File: config.mk
export PLATFORM = sky130hd
export DESIGN_NAME = sofpm_queue
export DESIGN_NICKNAME = d
export VERILOG_FILES = /design/src/sofpm_pkg.sv /design/src/sofpm_queue.sv
export SDC_FILE = /design/constraint.sdc
export NUM_CORES = 1
export LEC_CHECK = 0
export CORE_ASPECT_RATIO = 1.5
export CORE_MARGIN = 5
export CORE_UTILIZATION = 42
export DETAILED_ROUTE_END_ITERATION = 7
export DONT_BUFFER_PORTS = 1
export GPL_TIMING_DRIVEN = 0
export PLACE_DENSITY = 0.61
export SETUP_SLACK_MARGIN = 0.2
export SLEW_MARGIN = 10
export SYNTH_ARGS = -nofsm -noshare
export SYNTH_HDL_FRONTEND = slang
export SYNTH_SLANG_ARGS = --single-unit
File: constraint.sdc
create_clock -name clk -period 4.8 [get_ports clk]
set_clock_uncertainty 0.15 [all_clocks]
set_input_delay 0.72 -clock clk [delete_from_list [all_inputs] [get_ports clk]]
set_output_delay 0.72 -clock clk [all_outputs]
set_load 0.01 [all_outputs]
File: src/sofpm_pkg.sv
package sofpm_pkg;

	// Ring geometry
	localparam int unsigned RING_DEPTH = 32768;
	localparam int unsigned PTR_W      = (RING_DEPTH > 1) ? $clog2(RING_DEPTH) : 1;
	localparam int unsigned CNT_W      = $clog2(RING_DEPTH + 1);

	// Front-to-back queue
	localparam int unsigned QUEUE_DEPTH = 2;
	localparam int unsigned QIDX_W      = $clog2(QUEUE_DEPTH);
	localparam int unsigned QCNT_W      = $clog2(QUEUE_DEPTH + 1);

	// Meter
	localparam int unsigned SAMPLE_W    = 16;
	localparam int unsigned LEVEL_W     = 8;
	localparam int unsigned FILL_W      = 16;
	localparam int unsigned LEVEL_SHIFT = 7;      // peak / 128
	localparam logic [SAMPLE_W-1:0] PEAK_MAX  = 16'd32767;
	localparam logic [LEVEL_W-1:0]  LEVEL_SAT = 8'd255;

	// Function codes on the input
	localparam logic [1:0] FUNC_PUSH  = 2'd0;
	localparam logic [1:0] FUNC_POP   = 2'd1;
	localparam logic [1:0] FUNC_CLEAR = 2'd2;

	typedef enum logic [1:0] {
		OP_PUSH,
		OP_POP,
		OP_CLEAR,
		OP_NOP
	} op_kind_t;

	typedef struct packed {
		logic [1:0]                 func;
		logic signed [SAMPLE_W-1:0] sample_in;
		logic                       chunk_last;
	} in_item_t;

	typedef struct packed {
		logic signed [SAMPLE_W-1:0] sample_out;
		logic                       sample_valid;
		logic [LEVEL_W-1:0]         level;
		logic [FILL_W-1:0]          fill_count;
	} out_item_t;

	// Classified operation passed from front to back
	typedef struct packed {
		op_kind_t            kind;
		logic [SAMPLE_W-1:0] sample;
		logic [SAMPLE_W-1:0] mag;
		logic                last;
	} op_t;

endpackage

File: src/sofpm_queue.sv
module sofpm_queue (
	input  logic            clk,
	input  logic            arst_n,
	input  logic            wr_valid,
	output logic            wr_ready,
	input  sofpm_pkg::op_t  wr_op,
	output logic            rd_valid,
	input  logic            rd_ready,
	output sofpm_pkg::op_t  rd_op
);
	import sofpm_pkg::*;

	op_t               entry_q [QUEUE_DEPTH];
	logic [QIDX_W-1:0] wr_idx_q;
	logic [QIDX_W-1:0] rd_idx_q;
	logic [QCNT_W-1:0] count_q;
	logic              do_wr;
	logic              do_rd;

	assign wr_ready = (count_q != QCNT_W'(QUEUE_DEPTH));
	assign rd_valid = (count_q != '0);
	assign rd_op    = entry_q[rd_idx_q];
	assign do_wr    = wr_valid && wr_ready;
	assign do_rd    = rd_valid && rd_ready;

	function automatic logic [QIDX_W-1:0] idx_next(input logic [QIDX_W-1:0] i);
		return (i == QIDX_W'(QUEUE_DEPTH - 1)) ? '0 : i + 1'b1;
	endfunction

	always_ff @(posedge clk or negedge arst_n) begin
		if (!arst_n) begin
			wr_idx_q <= '0;
			rd_idx_q <= '0;
			count_q  <= '0;
		end else begin
			if (do_wr) wr_idx_q <= idx_next(wr_idx_q);
			if (do_rd) rd_idx_q <= idx_next(rd_idx_q);
			if (do_wr && !do_rd)      count_q <= count_q + 1'b1;
			else if (do_rd && !do_wr) count_q <= count_q - 1'b1;
		end
	end

	always_ff @(posedge clk) begin
		if (do_wr) entry_q[wr_idx_q] <= wr_op;
	end

endmodule

Word level (Yosys, flattened, before mapping)

Memories as Yosys holds them, arrays and structs flattened.
Index checks and enable logic that the tools add are counted.

Equal/unequal tests: 1
Multiplexer cells: 6
$add $sub $neg: 4
Reduce and logical (&&, ||, !) cells: 8

Operator list:

| cell                                             | count |
|---|---|
| logical AND 1 bit                                | 4 |
| 2-to-1 mux 1 bit                                 | 4 |
| 2-to-1 mux 2 bit                                 | 2 |
| nonzero test 2 bit                               | 2 |
| adder 1 bit, second input constant               | 2 |
| adder 2 x 1 -> 2 bit, second input constant      | 1 |
| logical NOT 1 bit                                | 2 |
| != test 2 bit, second input constant             | 1 |
| subtractor 2 x 1 -> 2 bit, second input constant | 1 |

Memories kept: 1
Word-level logic and storage cells: 23
Register bits: 4
Bits in writable memories: 70

Memory list:

| name    | depth | bits a word | rd ports | clocked after memory_dff | wr ports | line              | RTL |
|---|---|---|---|---|---|---|---|
| entry_q | 2     | 35          | 1        | 0                        | 1        | sofpm_queue.sv:13 | `op_t entry_q [QUEUE_DEPTH];` |

Logic depth before layout (Yosys ltp)

Depth after elaboration: 6
Mapped depth: 7
Mapped depth without buffers: 7

Least setup slack after synthesis

No wires, ideal clock.

Path kind: input -> register
From: input wr_valid
To: memory entry_q[0][0] (netlist name), enable pin
Data required time: 4.223 ns
Cell stages on the path: 2
Setup time: 0.427 ns
Path slack: 1.933 ns
Data arrival time: 2.290 ns
Path through: nand2_1 > nor2_1

Cells in the longest elaborated chain, start to end: 3

Ends and longest elaborated chain:

| what                                   | line              | RTL |
|---|---|---|
| from (decl)                            | sofpm_queue.sv:4  | `input logic wr_valid,` |
| logical AND 1 bit                      | sofpm_queue.sv:23 | `assign do_wr = wr_valid && wr_ready;` |
| 2-to-1 mux 1 bit                       | sofpm_queue.sv:44 | `if (do_wr) entry_q[wr_idx_q] <= wr_op;` |
| 2-to-1 mux 1 bit (implied by the code) | sofpm_queue.sv:44 |  |
| to (decl)                              | sofpm_queue.sv:13 |  |

No other way between the ends.

==> key figures <==
Outcome
  – Outcome: completed

Worst setup path
  – Setup Crit Path Kind: flop to output port
  – Startpoint type of the worst setup path: flop
  – Critical Path Fanout Max: 10
  – CP startpoint: rd_idx_q
  – Critical path endpoint category: output port
  – Worst EP required: 3930 ps
  – CP Cell Sequence: buf_6 -> buf_12 -> mux2_4
  – Worst R2R Setup Slack: 2830 ps
  – Worst path slowest cell: dfrtp_1
  – Slowest stage delay, CP: 370 ps
  – CP arrival: 1350 ps
  – Register-to-Register Path Depth: 2
  – Worst reg2reg startpoint: count_q[0]

Synth
  – Synth area leaders: edfxtp_1, mux2_4, dfrtp_1
  – Seq/Total Area, Yosys: 76.7%
  – Number of synthesized flops with an enable pin: 70
  – Seq cells post-synth: 74
  – Count of cell types in the netlist: 15
  – Syn Nets: 167
  – Main synth FF type: edfxtp_1
  – Post-synth top area share: 73.2%
  – Post-synth top cells: edfxtp_1, mux2_4, mux2_2, dfrtp_1
  – Area leader, netlist: edfxtp_1
  – Most numerous cell in the Yosys netlist: edfxtp_1
  – Post-Syn Instances: 127
  – Ys async rst share: 5.41%
  – Syn. warnings: 0
  – Synthesized cell area: 2870 sq um
  – Avg Cell Area, Syn: 22.6 sq um

Timing
  – Slew HR: 42.9%
  – Period minus WS final: 2220 ps
  – Setup TNS: 0 ps
  – Endpoints failing hold: 0
  – Max Transition Viols Final: 0
  – Max Clock Freq: 451 MHz
  – Setup Viol. Count Final: 0
  – Final Cycle Share: 46.2%
  – RSZ-0062 raised after global routing: no
  – Worst-Margin Slew: 857 ps
  – Worst hold slack: 323 ps

Final layout
  – Area growth syn-to-layout: 10.4%
  – Register Area: 2200 sq um
  – Area occupied by multi-input gates: 602 sq um
  – # fillers: 579
  – Final layout net count: 180
  – Antenna diodes: 0
  – Fraction of layout instances using a drive strength above 1: 36.6%
  – Finished Layout Cells: 223

Detailed routing
  – DRC viols: 0
  – DRT antenna net count: 0
  – Drt total wl: 4.63 mm
  – 1st-iter DRT viols: 41
  – Via/cell ratio: 5.10
  – DR WL/cell: 20.8 microns
  – DR pass1 iterations: 3
  – Via count: 1137

Worst hold path
  – Hold Path Class: input port to flop
  – WHS Path Cells: 0
  – Worst hold start: wr_op[28]

Power
  – Total Power: 1.98 mW
  – Static leakage: 1.13 nW
  – VDD IR-drop max: 0.485 mV
  – Pwr dens: 623 nW/um^2

Global route
  – Met1 Use GR: 10.0%
  – GRT busiest layer: met2
  – Largest net degree at the start of global routing: 36
  – Met2 usage: 20.0%
  – First-pass GRT wire length: 7.16 mm
  – Initial antenna violation count: 0
  – Met3 usage: 6.18%
  – Total track usage: 11.4%
  – Vias in the first global route: 1288
  – Total grt overflow: 0

Placed design
  – HPWL after DPL: 3.20 mm
  – GPL Wtd Cong: 0.622
  – Placed insts: 206
  – Port buffer count: 0

Floorplanning
  – Die area: 8620 sq um
  – Num rows: 37
  – Die Wd: 77.5 microns
  – CORE AREA: 6760 sq um
  – Die Y: 111 microns
  – Total I/O pin count: 76
  – Starting Density: 42.5%

Clocking
  – CTS Sinks: 74
  – Clock root buffer: clkbuf_8
  – H-tree levels: 3
  – Clock Pin Slew Worst Setup and Hold Paths: 70 ps
  – CTS tree: done
  – Clock buffer depth: 2
  – Num CTS Buffers: 9
  – # Post-CTS Setup Buffers: 0
  – Clk Latency, worst-skew pair: 340 ps

Flow run
  – Max cap viols: 0
[path summary, 6_finish.rpt]
check / endpoint
worst max-delay path: rd_op[7]
worst min-delay path: entry_q[0][28]
worst max register to register: entry_q[1][24]
worst min register to register: count_q[1]
max in group asynchronous: count_q[1]
min in group asynchronous: wr_idx_q
[cells by family (layout without fill, tap and decap cells)]
| group | Yosys count | in the layout | share of synthesized area, % |
|---|---|---|---|
| buf+inv | 5 | 23 | 2.62 |
| xor+xnor | 5 | 5 | 1.53 |
| flops | 74 | 74 | 76.7 |
| fa+ha+maj | 1 | 1 | 0.436 |
| simple gates | 7 | 7 | 1.18 |
| mux | 35 | 35 | 17.5 |
[power breakdown]
| part | leakage [nW] | switching, mW | internal [mW] |
|---|---|---|---|
| clock | 0.0751 | 0.204 | 0.186 |
| sequential | 0.697 | 0.0473 | 0.887 |
| combinational | 0.362 | 0.333 | 0.318 |
| total | 1.13 | 0.585 | 1.39 |
[metal layers]
layer | vias to the layer above | part of all wire [%] | wire (microns)
li1 | 515 | - | -
met1 | 570 | 32 | 1480
met2 | 41 | 57 | 2650
met3 | 11 | 8.5 | 393
met4 | 0 | 2.4 | 113
met5 | - | 0 | 0
[layout make-up]
| cell class | count | area share, % |
|---|---|---|
| Timing Repair Buffer | 2 | 1.18 |
| Buffer | 4 | 2.25 |
| Sequential cell | 74 | 69.5 |
| Tap cell | 78 | 3.08 |
| Inverter | 1 | 0.118 |
| Multi-Input combinational cell | 48 | 19.0 |
| Clock inverter | 3 | 0.513 |
| Clock buffer | 13 | 4.38 |
[cells in the final DEF (no fill, tap or decap), drive strengths merged]
cell | Yosys | routed
xnor2 | 3 | 3
mux2 | 35 | 35
clkinv | 0 | 2
dfrtp | 4 | 4
clkbuf | 0 | 13
dlygate4sd3 | 0 | 1
clkinvlp | 0 | 1
or2 | 1 | 1
and3 | 1 | 1
nand2b | 1 | 1
buf | 4 | 5
xor2 | 2 | 2
nand2 | 2 | 2
edfxtp | 70 | 70
ha | 1 | 1
nor2 | 2 | 2
inv | 1 | 1
[registers in the layout, indices dropped and copies added, names as in the netlist]
signal,flops
rd_idx_q,1
count_q,2
entry_q,70
wr_idx_q,1
[through the flow]
| stage | utilization [%] | worst slack [ps] | cell area [sq um] |
|---|---|---|---|
| global route | 46.9 | 2520 | 3170 |
| detailed placement | 44.4 | 2780 | 3000 |
| global placement | 43.9 | 1260 | 2970 |
| floorplan | - | 1930 | 2870 |
| finish | 46.9 | 2580 | 3170 |
| CTS | 46.9 | 2550 | 3170 |
[worst max-delay path: cells and delay by family, from the launching register on]
| kind | cells | cell delay [ps] |
|---|---|---|
| mux | 1 | 330 |
| flops | 1 | 370 |
| buf+inv | 2 | 300 |
[what timing repair did]
item / CTS / global route
gates resized for setup: 0 / 0
hold endpoints to repair: 4 / 0
hold buffers: 1 / 0
endpoints found under the setup margin: 0 / 0
No activity file was read; power rests on OpenSTA's default activity.
