File: config.mk
export PLATFORM = sky130hd
export DESIGN_NAME = sofpm_front
export DESIGN_NICKNAME = d
export VERILOG_FILES = /design/src/sofpm_pkg.sv /design/src/sofpm_front.sv
export SDC_FILE = /design/constraint.sdc
export NUM_CORES = 1
export LEC_CHECK = 0
export CORE_AREA = 4 4 41 43
export DETAILED_ROUTE_END_ITERATION = 8
export DIE_AREA = 0 0 45 47
export DONT_BUFFER_PORTS = 1
export SLEW_MARGIN = 5
export SYNTH_ARGS = -nofsm -noshare
export SYNTH_HDL_FRONTEND = slang
export SYNTH_SLANG_ARGS = --single-unit
File: constraint.sdc
create_clock -name vclk -period 2.7
set_input_delay 0.27 -clock vclk [all_inputs]
set_output_delay 0.27 -clock vclk [all_outputs]
set_load 0.01 [all_outputs]
File: src/sofpm_pkg.sv
package sofpm_pkg;

	// Ring geometry
	localparam int unsigned RING_DEPTH = 32768;
	localparam int unsigned PTR_W      = (RING_DEPTH > 1) ? $clog2(RING_DEPTH) : 1;
	localparam int unsigned CNT_W      = $clog2(RING_DEPTH + 1);

	// Front-to-back queue
	localparam int unsigned QUEUE_DEPTH = 2;
	localparam int unsigned QIDX_W      = $clog2(QUEUE_DEPTH);
	localparam int unsigned QCNT_W      = $clog2(QUEUE_DEPTH + 1);

	// Meter
	localparam int unsigned SAMPLE_W    = 16;
	localparam int unsigned LEVEL_W     = 8;
	localparam int unsigned FILL_W      = 16;
	localparam int unsigned LEVEL_SHIFT = 7;      // peak / 128
	localparam logic [SAMPLE_W-1:0] PEAK_MAX  = 16'd32767;
	localparam logic [LEVEL_W-1:0]  LEVEL_SAT = 8'd255;

	// Function codes on the input
	localparam logic [1:0] FUNC_PUSH  = 2'd0;
	localparam logic [1:0] FUNC_POP   = 2'd1;
	localparam logic [1:0] FUNC_CLEAR = 2'd2;

	typedef enum logic [1:0] {
		OP_PUSH,
		OP_POP,
		OP_CLEAR,
		OP_NOP
	} op_kind_t;

	typedef struct packed {
		logic [1:0]                 func;
		logic signed [SAMPLE_W-1:0] sample_in;
		logic                       chunk_last;
	} in_item_t;

	typedef struct packed {
		logic signed [SAMPLE_W-1:0] sample_out;
		logic                       sample_valid;
		logic [LEVEL_W-1:0]         level;
		logic [FILL_W-1:0]          fill_count;
	} out_item_t;

	// Classified operation passed from front to back
	typedef struct packed {
		op_kind_t            kind;
		logic [SAMPLE_W-1:0] sample;
		logic [SAMPLE_W-1:0] mag;
		logic                last;
	} op_t;

endpackage

File: src/sofpm_front.sv
module sofpm_front (
	input  sofpm_pkg::in_item_t item,
	output sofpm_pkg::op_t      op
);
	import sofpm_pkg::*;

	logic [SAMPLE_W-1:0] raw;

	assign raw = item.sample_in;

	always_comb begin
		op.sample = raw;
		// two's complement magnitude; -32768 gives 0x8000
		op.mag    = raw[SAMPLE_W-1] ? (~raw + 1'b1) : raw;
		op.last   = 1'b0;
		unique case (item.func)
			FUNC_PUSH: begin
				op.kind = OP_PUSH;
				op.last = item.chunk_last;
			end
			FUNC_POP:   op.kind = OP_POP;
			FUNC_CLEAR: op.kind = OP_CLEAR;
			default:    op.kind = OP_NOP;
		endcase
	end

endmodule

Word level (Yosys, flattened, before mapping)
Index checks and enable logic that the tools add are counted.
W data, S select, Z words.
{ "classes": {"mux": 3, "bitwise": 1, "n_eq_ne": 2, "n_addsub": 1, "reduce_logical": 1} }
{ "ops": {"columns": ["op", "n"], "rows": [
  ["$add A16 B1 Y16 const B", 1],
  ["$mux W16", 1],
  ["$not A16 Y16", 1],
  ["$pmux W2 S3", 1],
  ["$eq A2 B1 Y1 const B", 1],
  ["$eq A2 B2 Y1 const B", 1],
  ["$logic_not A2 Y1", 1],
  ["$mux W1", 1]
]} }
{ "totals": {"inputBits": 19, "out_inout_bits": 35, "ff_bits": 0} }

Depth between registers and ports, before layout
Gate-level depths: netlist (run 1).
{ "logic_depth": {"ltp_word": 3, "ltp_mapped": 5, "depth_no_buf": 5} }

Worst setup path before layout (run 1)
Ideal clock, no wire load.
{ "synth_path": {"path_kind": "input-to-output", "start": "in item[2] (netlist bit)", "end": "out op[15] (netlist bit)", "path_buffers": 0, "t_required_ns": 2.430, "slack_ns": 0.904, "path_stages": 5, "arrival_time_ns": 1.526, "path_cell_list": "inv_1 ha_1 or4b_4 o41ai_2 xnor2_1"} }
{ "synth_rtl": {"columns": ["element", "line", "text"], "rows": [
  ["start: declaration", "sofpm_front.sv:2", "input sofpm_pkg::in_item_t item,"],
  ["end: declaration", "sofpm_front.sv:3", "output sofpm_pkg::op_t op"]
]} }

==> metrics.yaml, run 1 <==
synthesis.nets: 85
worstMarginPinSlew_ps: 368
min_path_type: "input pin to output pin"
synth_top_cell_area_share_pct: 25.8
seqCellArea_um2: 0
crit_arrival_ps: 1580
cts_hold_buf: 0
ys.warnings.count: 0
crit_type: "input pin to output pin"
final_nets: 67
finalHoldViolCount: 0
wl_um: 1110
slew_violations: 0
core-area_um2: 1300
drive_above_1_share_pct: 15.6
ys_seq_area_share_pct: 0
first_iter_violations: 5
seq_cells: 0
io_buffers: 0
design_power_total_mw: 0.0542
post-route-min-period_ps: 1850
fin_util_pct: 28.8
crit_fanout: 5
start_util_pct: 38.1
power.switching_fraction_pct: 56.6
maxCapViolCount: 0
wl_per_cell_um: 18.5
synthCells: 65
grt_pass1_vias: 321
antenna_found_initial: 0
cp-end-kind: "output pin"
max_slew_margin_pct: 75.2
die_w_um: 45
synthTopCellsByArea: "buf_4, xnor2_1, o41ai_2, o31ai_1, o21ai_0"
row_count: 13
die_area_um2: 2120
power_frac_comb_pct: 100.0
setup_ws_ps: 852
synth_top_cell_by_area: "buf_4"
io-pin-count: 54
p_int_mw: 0.0235
setup_viol_count_final: 0
post-cts-setup-buffers: 0
rsz0062_at_grt: "no"
muxShareOfSynthArea_pct: 0
synth-simple-area-share_pct: 21.5
antenna_left: 0
dp_slack_ps: 824
finalSetupTns_ps: 0
dp_hpwl_um: 921
yosysUniqueCellTypes: 19
synth_most_common_cell: "buf_4"
clock.fmax_mhz: 541
synth_common_cells: "buf_4, xnor2_1, o21ai_0"
cts_resized: 0
drt_first_pass_iters: 4
syn_to_final_growth_pct: -24.2
power-per-cell-area_nw_per_um2: 144
p_leak_nw: 0.104
drc: 0
vias: 387
period_share_pct: 68.5
vdd_drop_max_mv: 0.0441
p_clk_share_pct: 0
cp.required_ps: 2430
grt_use_total_pct: 9.52
synthAdderAreaFrac_pct: 2.53
vias_per_cell: 6.45
synthXorXnorAreaFrac_pct: 23.0
grt_pass1_wl_um: 1560
p_sw_mw: 0.0306
status: "completed"
whs_ps: 540
dieHeight_um: 47
clock_buffers: 0
gp_congestion: 0.741
overflow: 0
p_seq_share_pct: 0
antenna_cells: 0
start_kind: "input pin"
synth_compound_area_share_pct: 22.7
syn_area_um2: 495
synth_top_family_by_area: "buffers and inverters"
grt_max_degree: 18
syn_area_per_cell_um2: 7.62
==> worst paths after layout <==
check                from  endpoint  slack, ps  depth (start not counted)
setup / recovery  item[2]    op[15]        850                          5
hold / removal    item[2]    op[18]        540                          0
==> per-layer routing <==
layer	share of wire, %	track usage [%]
met1	35	11.0
met2	48	15.3
met3	16	6.90
met4	0	0
met5	0	0
==> area by class of cell <==
| type | instances | area [um2] |
|---|---|---|
| multi-input cells | 42 | 345 |
| well taps | 15 | 18.8 |
| inverters | 3 | 11.3 |
| fillers | 162 | 926 |
==> layout by cell type, fill, tap and decap left out <==
master     n
xnor2_1   13
o21ai_0    5
o31ai_1    4
inv_1      3
or3_1      3
o41ai_2    3
or2_2      2
or4_1      2
nor2_1     2
or4b_4     1
or4_4      1
o41ai_1    1
nand2b_1   1
nand2_1    1
and4b_1    1
nor3b_1    1
ha_1       1
==> worst max-delay path: stages <==
cell and delay, ps:
inv_1 50, ha_1 160, or4b_4 500, o41ai_2 380
xnor2_1 220
==> metrics by stage <==
step | std cells | instance area, um2
6_report | 60 | 375
5_1_grt | 60 | 375
4_1_cts | 60 | 375
3_5_place_dp | 60 | 375
3_3_place_gp | 60 | 375
2_1_floorplan | 65 | 495
==> cell families after synthesis <==
group / count (synthesis)
xor+xnor: 13
compound gates: 13
fa+ha+maj: 1
simple gates: 15
buf+inv: 23
==> power groups by stage <==
stage	clock, mW	combinational, mW	sequential, mW
2_1_floorplan	0	0.0793	0
3_3_place_gp	0	0.0553	0
3_5_place_dp	0	0.0551	0
4_1_cts	0	0.0555	0
5_1_grt	0	0.0602	0
6_report	0	0.0542	0
Power figures use the tool's default switching activity.
==> run 2, diff against run 1 <==
--- a/config.mk
+++ b/config.mk
@@ -5,6 +5,7 @@
 export SDC_FILE = /design/constraint.sdc
 export NUM_CORES = 1
 export LEC_CHECK = 0
+export ABC_AREA = 1
 export CORE_AREA = 4 4 41 43
 export DETAILED_ROUTE_END_ITERATION = 8
 export DIE_AREA = 0 0 45 47
==> constraint.sdc (replaced) <==
create_clock -name vclk -period 1.79
set_input_delay 0.179 -clock vclk [all_inputs]
set_output_delay 0.179 -clock vclk [all_outputs]
set_load 0.01 [all_outputs]
==> run 2 against run 1 <==
Net effect:
- die area unchanged
- sequential share of layout area unchanged
- area after synthesis increased by 17%
- largest power group unchanged
- clock-buffer cell count unchanged
- combinational power increased by 74%
- global-route usage increased by 1.4 points
- power increased by 75%
==> metrics.yaml, run 2 <==
fillerInstances: 156
die_area_um2: 2120
vdd_drop_max_mv: 0.0575
row_count: 13
dp.cells: 106
io_buffers: 0
final_common_cell: "nand2_1"
grt_max_degree: 20
p_clk_share_pct: 0
final_cell_area_um2: 449
dp_hpwl_um: 1040
first_iter_violations: 10
cp.required_ps: 1610
grt_pass1_wl_um: 1850
core-area_um2: 1300
seq_cells: 0
vias: 545
fin_cells: 106
final_nets: 113
setup_viol_count_final: 0
p_seq_share_pct: 0
ys_seq_area_share_pct: 0
antenna_found_initial: 0
p_leak_nw: 0.251
synth_top_cell_area_share_pct: 24.6
syn_area_per_cell_um2: 5.18
use_met1_pct: 13.9
drive_above_1_share_pct: 6.59
syn_to_final_growth_pct: -22.6
drc: 0
die_w_um: 45
hp-start: "item[5]"
wl_per_cell_um: 11.6
grt_pass1_vias: 395
power-per-cell-area_nw_per_um2: 210
endpoint: "op[13]"
dpl_cell_area_um2: 449
use_met3_pct: 1.53
seqCellArea_um2: 0
synthCells: 112
post-cts-setup-buffers: 0
cts_hold_buf: 0
rsz0062_at_grt: "no"
synthesis.nets: 132
dieHeight_um: 47
cp-end-kind: "output pin"
synth_common_cells: "nand2_1, buf_4, inv_1"
gp_congestion: 0.772
power.switching_fraction_pct: 65.1
cts_resized: 0
start_util_pct: 44.6
wl_um: 1230
crit_type: "input pin to output pin"
fin_util_pct: 34.5
grt_use_total_pct: 10.9
overflow: 0
status: "completed"
synth_most_common_cell: "nand2_1"
post-route-min-period_ps: 1140
antenna_cells: 0
min_path_type: "input pin to output pin"
power_frac_comb_pct: 100.0
finalSetupTns_ps: 0
maxCapViolCount: 0
ys.warnings.count: 0
crit_fanout: 9
clock.fmax_mhz: 880
max_slew_margin_pct: 75.5
drt_first_pass_iters: 4
io-pin-count: 54
crit_arrival_ps: 960
p_int_mw: 0.0329
start_kind: "input pin"
slew_violations: 0
synthTopCellsByArea: "buf_4, nand2_1, nand3_1, inv_1, nor2_1"
p_sw_mw: 0.0616
cp-startpoint: "item[1]"
syn_area_um2: 581
final_cell_mix: "nand2_1, inv_1, nor2_1, nand3_1, xnor2_1"
yosysUniqueCellTypes: 17
use_met2_pct: 20.6
antenna_left: 0
finalHoldViolCount: 0
vias_per_cell: 5.14
grt_busiest_layer: "met2"
period_share_pct: 63.5
clock_buffers: 0
worstMarginPinSlew_ps: 363
synth_top_cell_by_area: "buf_4"
## run 2: changes by cell type in the layout (fill, tap and decap cells not counted), moves of 3 or more
| cell | before | now |
|---|---|---|
| nand2_1 | 1 | 36 |
| inv_1 | 3 | 13 |
| nand3_1 | 0 | 10 |
| nor2_1 | 2 | 12 |
| xnor2_1 | 13 | 4 |
| o31ai_1 | 4 | 0 |
| nand2_2 | 0 | 3 |
| o21ai_0 | 5 | 2 |
| o41ai_2 | 3 | 0 |
| or3_1 | 3 | 0 |
## run 2: power by group through the flow
stage	combinational [mW]	sequential (mW)	clock, mW
6_report	0.0945	0	0
5_1_grt	0.108	0	0
4_1_cts	0.0963	0	0
3_5_place_dp	0.0961	0	0
3_3_place_gp	0.0945	0	0
2_1_floorplan	0.134	0	0
## run 2: routing by layer
metal	vias to the layer above	routed length [um]	share of wire, %
met2	35	576	47
met1	227	485	39
met5	-	0	0
met4	0	0	0
li1	283	-	-
met3	0	166	14
## run 2: layout make-up
class                           instances  area [um2]  share of cell area, %
Multi-Input combinational cell         78         382                   85.0
Inverter                               13        48.8                   10.9
Tap cell                               15        18.8                   4.18
## run 2: how the worst min path moves through the flow
stage / endpoint / depth (start not counted)
3_5_place_dp: op[29] / 0
4_1_cts: op[29] / 0
6_report: op[21] / 0
5_1_grt: op[31] / 0
2_1_floorplan: op[0] / 1
3_3_place_gp: op[29] / 0
## run 2: worst max-delay path, stage by stage
cell and delay, ps:
inv_1 80, ha_1 190, nand3_1 100, nand2_2 160
nand3_1 90, nand2_1 70, nand2_1 90
## run 2: cells by family (layout without fill, tap and decap cells)
kind of cell	Yosys count	after routing	share of synthesized area (%)
XOR/XNOR	5	5	7.54
AO/OA/AOI/OAI	5	5	6.25
AND/OR/NAND/NOR	67	67	49.8
buffers and inverters	34	13	34.3
adder cells (fa/ha/maj)	1	1	2.15
## run 2: stage by stage
step | setup slack [ps] | total power, mW | hold WS [ps]
6_report | 654 | 0.0945 | 358
5_1_grt | 517 | 0.108 | 358
4_1_cts | 646 | 0.0963 | 358
3_5_place_dp | 646 | 0.0961 | 358
3_3_place_gp | 639 | 0.0945 | 358
2_1_floorplan | 725 | 0.134 | 407
==> run 3, diff against run 2 <==
--- a/config.mk
+++ b/config.mk
@@ -5,7 +5,7 @@
 export SDC_FILE = /design/constraint.sdc
 export NUM_CORES = 1
 export LEC_CHECK = 0
-export ABC_AREA = 1
+export ABC_AREA = 0
 export CORE_AREA = 4 4 41 43
 export DETAILED_ROUTE_END_ITERATION = 8
 export DIE_AREA = 0 0 45 47
==> constraint.sdc (replaced) <==
create_clock -name vclk -period 1.1
set_input_delay 0.11 -clock vclk [all_inputs]
set_output_delay 0.11 -clock vclk [all_outputs]
set_load 0.01 [all_outputs]
==> run 3 against run 2 <==
Net effect:
- routed wire length grew 2.0%
- sequential cell count unchanged
- critical path type unchanged
- hold slack got worse by 140 ps
- core utilization increased by 15 points
- the run now ends with negative setup slack left
==> metrics.yaml, run 3 (synthesis gave the netlist of run 1 again) <==
status: "finished with violations"
violations: "negative setup slack"
setup_ws_ps: -290
crit_arrival_ps: 1280
wl_per_cell_um: 19.6
post-route-min-period_ps: 1390
seq_cells: 0
crit_fanout: 5
cp.required_ps: 990
dieHeight_um: 47
hp-start: "item[18]"
rsz0062_at_grt: "yes"
drive_above_1_share_pct: 65.3
die_w_um: 45
drc: 0
drt_first_pass_iters: 4
worstMarginPinSlew_ps: 382
slew_violations: 0
first_iter_violations: 2
grt_pass1_vias: 357
vias: 401
min_path_type: "input pin to output pin"
io-pin-count: 54
cp-end-kind: "output pin"
antenna_cells: 0
dp.cells: 62
design_power_total_mw: 0.209
fin_cells: 64
maxCapViolCount: 0
antenna_left: 0
io_buffers: 0
p_leak_nw: 0.238
fillerInstances: 128
dp_hpwl_um: 950
seqCellArea_um2: 0
holdPathStages: 0
wl_um: 1250
crit_type: "input pin to output pin"
period_share_pct: 126
grt_use_total_pct: 10.8
final_cell_mix: "xnor2_2, xnor2_1, o41ai_4"
fin_util_pct: 49.7
final_nets: 71
whs_endpoint: "op[34]"
multi_input_area_um2: 552
gp_congestion: 0.681
antenna_found_initial: 0
die_area_um2: 2120
final_cell_area_um2: 647
dpl_cell_area_um2: 460
max_slew_margin_pct: 74.3
row_count: 13
clock.fmax_mhz: 719
clock_buffers: 0
overflow: 0
grt_max_degree: 18
syn_to_final_growth_pct: 30.6
setup_viol_count_final: 10
start_util_pct: 38.1
start_kind: "input pin"
vdd_drop_max_mv: 0.123
power-per-cell-area_nw_per_um2: 322
cts_hold_buf: 0
vias_per_cell: 6.27
grt_pass1_wl_um: 1790
final_common_cell: "xnor2_2"
core-area_um2: 1300
finalHoldViolCount: 0
[run 3: how the worst max path moves through the flow]
| stage | from | to | slack (ps) |
|---|---|---|---|
| global route | item[11] | op[14] | -320 |
| detailed placement | item[2] | op[11] | -340 |
| floorplan | item[2] | op[11] | -290 |
| finish | item[1] | op[15] | -290 |
| global placement | item[2] | op[11] | -330 |
| CTS | item[11] | op[14] | -270 |
[run 3: where the power goes]
| part | switching (mW) | internal (mW) |
|---|---|---|
| Clock | 0 | 0 |
| Sequential | 0 | 0 |
| Combinational | 0.0970 | 0.112 |
| Total | 0.0970 | 0.112 |
[run 3: what timing repair did]
action | 4_1_cts | 5_1_grt
setup buffers | 1 | 1
pin swaps | 11 | 3
endpoints found under the setup margin | 10 | 11
cloned | 0 | 0
resized for setup | 15 | 12
[run 3: final cells by class]
cell class / count / area share [%]
Multi-Input combinational cell: 42 / 85.3
Timing Repair Buffer: 4 / 5.22
Tap cell: 15 / 2.90
Inverter: 3 / 6.58
[run 3: per-stage QoR]
stage	hold WS [ps]	worst slack, ps	TNS (ps)
6_report	220	-290	-1860
5_1_grt	220	-320	-2150
4_1_cts	220	-271	-1900
3_5_place_dp	220	-337	-2010
3_3_place_gp	220	-332	-1960
2_1_floorplan	269	-293	-1480
[run 3: metal layers]
metal | global-route usage (%) | wire length [um]
met3 | 3.45 | 129
met4 | 0 | 0
met2 | 21.8 | 706
met5 | 0 | 0
met1 | 11.5 | 418
[run 3: worst max-delay path, cell delays in order]
cell,delay (ps)
inv_6,30
ha_4,110
or4b_4,550
o41ai_4,270
xnor2_1,210
